$ cat src/hpte_pkg.sv
package hpte_pkg;

  localparam int GROUP_COUNT = 1024;
  localparam int SLOTS_PER_GROUP = 8;

  localparam int VSID_W = 24;
  localparam int PAGE_W = 16;
  localparam int HASH_W = 19;
  localparam int API_SHIFT = 10;
  localparam int API_W = PAGE_W - API_SHIFT;
  localparam int RPN_W = 20;
  localparam int WIMG_W = 4;
  localparam int PP_W = 2;
  localparam int GROUP_OUT_W = 10;
  localparam int SLOT_OUT_W = 3;
  localparam int RPN_VSID_BITS = RPN_W - PAGE_W;

  localparam logic [1:0] OP_LOOKUP = 2'd0;
  localparam logic [1:0] OP_MAP    = 2'd1;
  localparam logic [1:0] OP_UNMAP  = 2'd2;
  localparam logic [1:0] OP_CHANGE = 2'd3;

  localparam logic [1:0] ST_OK       = 2'd0;
  localparam logic [1:0] ST_NOT_MAP  = 2'd1;
  localparam logic [1:0] ST_FULL     = 2'd2;

  // One stored entry: valid, h, vsid, api, rpn, wimg, pp (58 bits).
  typedef struct packed {
    logic              valid;
    logic              h;
    logic [VSID_W-1:0] vsid;
    logic [API_W-1:0]  api;
    logic [RPN_W-1:0]  rpn;
    logic [WIMG_W-1:0] wimg;
    logic [PP_W-1:0]   pp;
  } pte_t;

  localparam int PTE_W = $bits(pte_t);

  // A request as it travels from the front part to the back part.
  typedef struct packed {
    logic [1:0]        op;
    logic [VSID_W-1:0] vsid;
    logic [PAGE_W-1:0] page_index;
    logic [WIMG_W-1:0] wimg;
    logic [PP_W-1:0]   pp;
    logic              wimg_update;
    logic              pp_update;
    logic [HASH_W-1:0] hash;
  } req_t;

  typedef struct packed {
    logic [1:0]             status;
    logic [GROUP_OUT_W-1:0] group_index;
    logic [SLOT_OUT_W-1:0]  slot_in_group;
    logic                   secondary_hit;
    logic [RPN_W-1:0]       real_page;
    logic [WIMG_W-1:0]      wimg;
    logic [PP_W-1:0]        pp;
  } rsp_t;

endpackage

$ cat src/hpte_front.sv
module hpte_front (
  input  logic                          clk,
  input  logic                          rst,
  input  logic                          valid,
  output logic                          stall,
  input  logic [1:0]                    op,
  input  logic [hpte_pkg::VSID_W-1:0]   vsid,
  input  logic [hpte_pkg::PAGE_W-1:0]   page_index,
  input  logic [hpte_pkg::WIMG_W-1:0]   wimg_in,
  input  logic [hpte_pkg::PP_W-1:0]     pp_in,
  input  logic                          wimg_update,
  input  logic                          pp_update,
  input  logic                          blocked,
  output logic                          q_valid,
  output hpte_pkg::req_t                q_req,
  input  logic                          q_take
);
  import hpte_pkg::*;

  // Two-entry queue between the front and back parts.
  req_t        slot [2];
  logic        rd_ptr;
  logic        wr_ptr;
  logic [1:0]  count;
  logic        push;
  logic        pop;
  req_t        incoming;

  always_comb begin
    incoming.op          = op;
    incoming.vsid        = vsid;
    incoming.page_index  = page_index;
    incoming.wimg        = wimg_in;
    incoming.pp          = pp_in;
    incoming.wimg_update = wimg_update;
    incoming.pp_update   = pp_update;
    incoming.hash        = vsid[HASH_W-1:0] ^ {{(HASH_W-PAGE_W){1'b0}}, page_index};
  end

  assign stall   = blocked || (count == 2'd2);
  assign push    = valid && !stall;
  assign pop     = q_take && (count != 2'd0);
  assign q_valid = (count != 2'd0);
  assign q_req   = slot[rd_ptr];

  always_ff @(posedge clk) begin
    if (push) begin
      slot[wr_ptr] <= incoming;
    end
  end

  always_ff @(posedge clk) begin
    if (rst) begin
      rd_ptr <= 1'b0;
      wr_ptr <= 1'b0;
      count  <= 2'd0;
    end else begin
      if (push) wr_ptr <= ~wr_ptr;
      if (pop) rd_ptr <= ~rd_ptr;
      count <= count + {1'b0, push} - {1'b0, pop};
    end
  end
endmodule

$ cat config.mk
export PLATFORM = sky130hd
export DESIGN_NAME = hpte_front
export DESIGN_NICKNAME = d
export VERILOG_FILES = /design/src/hpte_pkg.sv /design/src/hpte_front.sv
export SDC_FILE = /design/constraint.sdc
export NUM_CORES = 1
export LEC_CHECK = 0
export BUFFER_PORTS_ARGS = -buffer_cell sky130_fd_sc_hd__buf_4
export CAP_MARGIN = 10
export CORE_ASPECT_RATIO = 0.8
export CORE_MARGIN = 2
export CORE_UTILIZATION = 53
export DETAILED_ROUTE_END_ITERATION = 10
export GPL_TIMING_DRIVEN = 0
export PLACE_DENSITY = 0.85
export SETUP_SLACK_MARGIN = 0.2
export SYNTH_ARGS = -nofsm -noshare
export SYNTH_HDL_FRONTEND = slang
export SYNTH_SLANG_ARGS = --single-unit
$ cat constraint.sdc
create_clock -name clk -period 4.85 [get_ports clk]
set_clock_uncertainty 0.05 [all_clocks]
set_input_delay 0.97 -clock clk [delete_from_list [all_inputs] [get_ports clk]]
set_output_delay 0.97 -clock clk [all_outputs]
set_load 0.03 [all_outputs]
==> flow_metrics.env <==
export IMPL_power_density_nw_per_um2=545
export IMPL_root_buffer="clkbuf_16"
export IMPL_grt_max_degree=34
export IMPL_crit_required_ns=3.83
export IMPL_intPower_uw=2640
export IMPL_ioPinCount=126
export IMPL_yosys_warnings=0
export IMPL_drc=0
export IMPL_path_delay_family="buffers and inverters"
export IMPL_clkPwrFrac_pct=28.2
export IMPL_r2r_start="count[0]$_SDFF_PP0_"
export IMPL_path_buf_inv=4
export IMPL_ys_ff_latch=137
export IMPL_p_comb_share_pct=34.0
export IMPL_criticalPathCategory="reg -> out"
export IMPL_crit_fanout=10
export IMPL_mostFrequentLayoutCell="edfxtp_1"
export IMPL_syn_inst=251
export IMPL_gp_congestion=0.694
export IMPL_fin_crit_sh_pct=57.3
export IMPL_layout_common_cells="edfxtp_1, buf_4, mux2_4"
export IMPL_rows=32
export IMPL_synthToLayoutAreaGrowth_pct=31.9
export IMPL_rsz0062_at_grt="no"
export IMPL_htreeDepth=4
export IMPL_synth_distinct_cells=19
export IMPL_relSlewSlack_pct=71.6
export IMPL_start_kind="flop"
export IMPL_setup_viol=0
export IMPL_coreArea_sq_um=9730
export IMPL_worst_pin_slew_ns=0.424
export IMPL_cp_slowest_cell="dfxtp_1"
export IMPL_syn_nets=308
export IMPL_synthesis_area_sq_um=5330
export IMPL_status="finished, final reports clean"
export IMPL_arrival_ns=1.76
export IMPL_syn_area_per_cell_sq_um=21.2
export IMPL_fmax_mhz=360
export IMPL_switching_share_pct=31.2
export IMPL_hold_slack_ns=0.476
export IMPL_portBuffers=125
export IMPL_leakage_uw=0.00271
export IMPL_max_stage_delay_ns=0.36
export IMPL_via_per_inst=4.94
export IMPL_antenna_found_initial=0
export IMPL_cts_sinks=137
export IMPL_n_antenna_cell=0
export IMPL_slew_viol_final=0
export IMPL_yosysSeqAreaShare_pct=76.3
export IMPL_critical_path_endpoint_type="primary output"
export IMPL_first_global_vias=2871
export IMPL_drt_initial_drc_count=157
export IMPL_drtPass1Iterations=4
export IMPL_period_needed_ns=2.78
export IMPL_grt_pass1_wl_um=14300
export IMPL_cap_viol_max_count=0
export IMPL_cts_tree="built"
export IMPL_initial_utilization_pct=54.8
export IMPL_die_area_sq_um=10900
export IMPL_peakVddDrop_mv=0.420
export IMPL_cts_hold_buf=0
export IMPL_insertion_delay_ns=0.40
export IMPL_drt_total_wl_um=9450
export IMPL_cts_resized=0
export IMPL_vias=2700
export IMPL_die_h_um=93.7
export IMPL_post_cts_buffers=0
export IMPL_die_w_um=116
export IMPL_tns_ns=0
export IMPL_seqPwrFrac_pct=37.9
export IMPL_grt_overflow=0
export IMPL_p_sw_uw=1200
export IMPL_ctsLongestPathBuffers=2
export IMPL_final_hold_violation_count=0
export IMPL_final_nets=456
export IMPL_hp_start="rd_ptr$_SDFFE_PP0P_"
export IMPL_cp_cell_sequence="buf_6, buf_6, mux2_4, buf_4, buf_4"
export IMPL_numCtsBuffers=17
export IMPL_hold_class="reg -> reg"
export IMPL_wl_per_cell_um=17.3
export IMPL_grt_util_all_layers_pct=18.6
export IMPL_hpwl_um=6300
export IMPL_clkSlewWorstSetupHoldPaths_ns=0.05
export IMPL_drive_above_1_share_pct=56.9
export IMPL_ant_nets=0
==> cells in the mapped netlist (all sizes together) <==
master | number | share of area [%]
ha | 2 | 0.47
xnor2 | 1 | 0.16
nor2b | 1 | 0.12
mux2 | 67 | 17
edfxtp | 132 | 74
inv | 2 | 0.14
nor2 | 7 | 0.49
and2 | 1 | 0.12
nor3 | 1 | 0.094
nand2b | 2 | 0.23
xor2 | 17 | 2.8
or2 | 1 | 0.12
dfxtp | 5 | 1.9
o21a | 1 | 0.14
buf | 10 | 1.7
nand3b | 1 | 0.21
==> tightest hold or removal path: cells and delay by family, from the launching register on <==
kind	cells	cell delay, ns
xor gates and xnor gates	1	0.09
DFF	1	0.33
and+or+nand+nor	1	0.08
==> sequential cells by signal, summed over array words and instances (netlist names), named ones only <==
signal,flops
wr_ptr,1
rd_ptr,1
slot,132
count,2
==> per-stage QoR <==
stage	instance area [sq um]	cells	total power [uW]	util [%]	worst slack (ns)
3_3_place_gp	6440	512	2760	66.2	-1.22
5_1_grt	7030	547	3980	72.2	1.99
6_report	7030	547	3830	72.2	2.07
4_1_cts	7030	547	3870	72.2	2.04
3_5_place_dp	6530	516	2780	67.1	2.33
2_1_floorplan	5330	251	2360	-	0.334
==> power groups by stage <==
stage	clock, uW	combinational [uW]	sequential (uW)
5_1_grt	1150	1370	1460
3_3_place_gp	0	1270	1480
6_report	1080	1300	1450
3_5_place_dp	0	1310	1470
4_1_cts	1100	1320	1450
2_1_floorplan	0	883	1470
==> layer usage <==
layer | track usage, % | wire, um | up-vias
met5 | 0 | 0 | -
met4 | 9.03 | 209 | 0
met3 | 7.16 | 607 | 20
met2 | 30.8 | 4790 | 102
met1 | 21.2 | 3850 | 1318
li1 | - | - | 1260
==> worst paths after layout <==
check | endpoint | slack [ns] | cells past startpoint
hold / removal | rd_ptr$_SDFFE_PP0P_ | 0.48 | 2
setup reg to reg | count[1]$_SDFF_PP0_ | 2.99 | 8
setup / recovery | q_req[59] | 2.07 | 5
hold reg to reg | rd_ptr$_SDFFE_PP0P_ | 0.48 | 2
==> layout make-up <==
class | count | area [sq um]
plain buffers | 10 | 88.8
clock buffers | 20 | 437
clock inverters | 11 | 58.8
fillers | 604 | 2700
inverters | 2 | 7.51
multi-input cells | 102 | 1180
flip-flops and latches | 137 | 4060
well taps | 136 | 170
repair buffers | 129 | 1020
==> cells by family after synthesis <==
family | count (synthesis) | share of synthesized area (%)
adders and majority gates | 2 | 0.470
DFF | 137 | 76.3
buffers and inverters | 12 | 1.81
xor gates and xnor gates | 18 | 2.96
muxes | 67 | 17.0
AOI/OAI and AO/OA | 1 | 0.141
and+or+nand+nor | 14 | 1.39
Power figures use the tool's default switching activity.
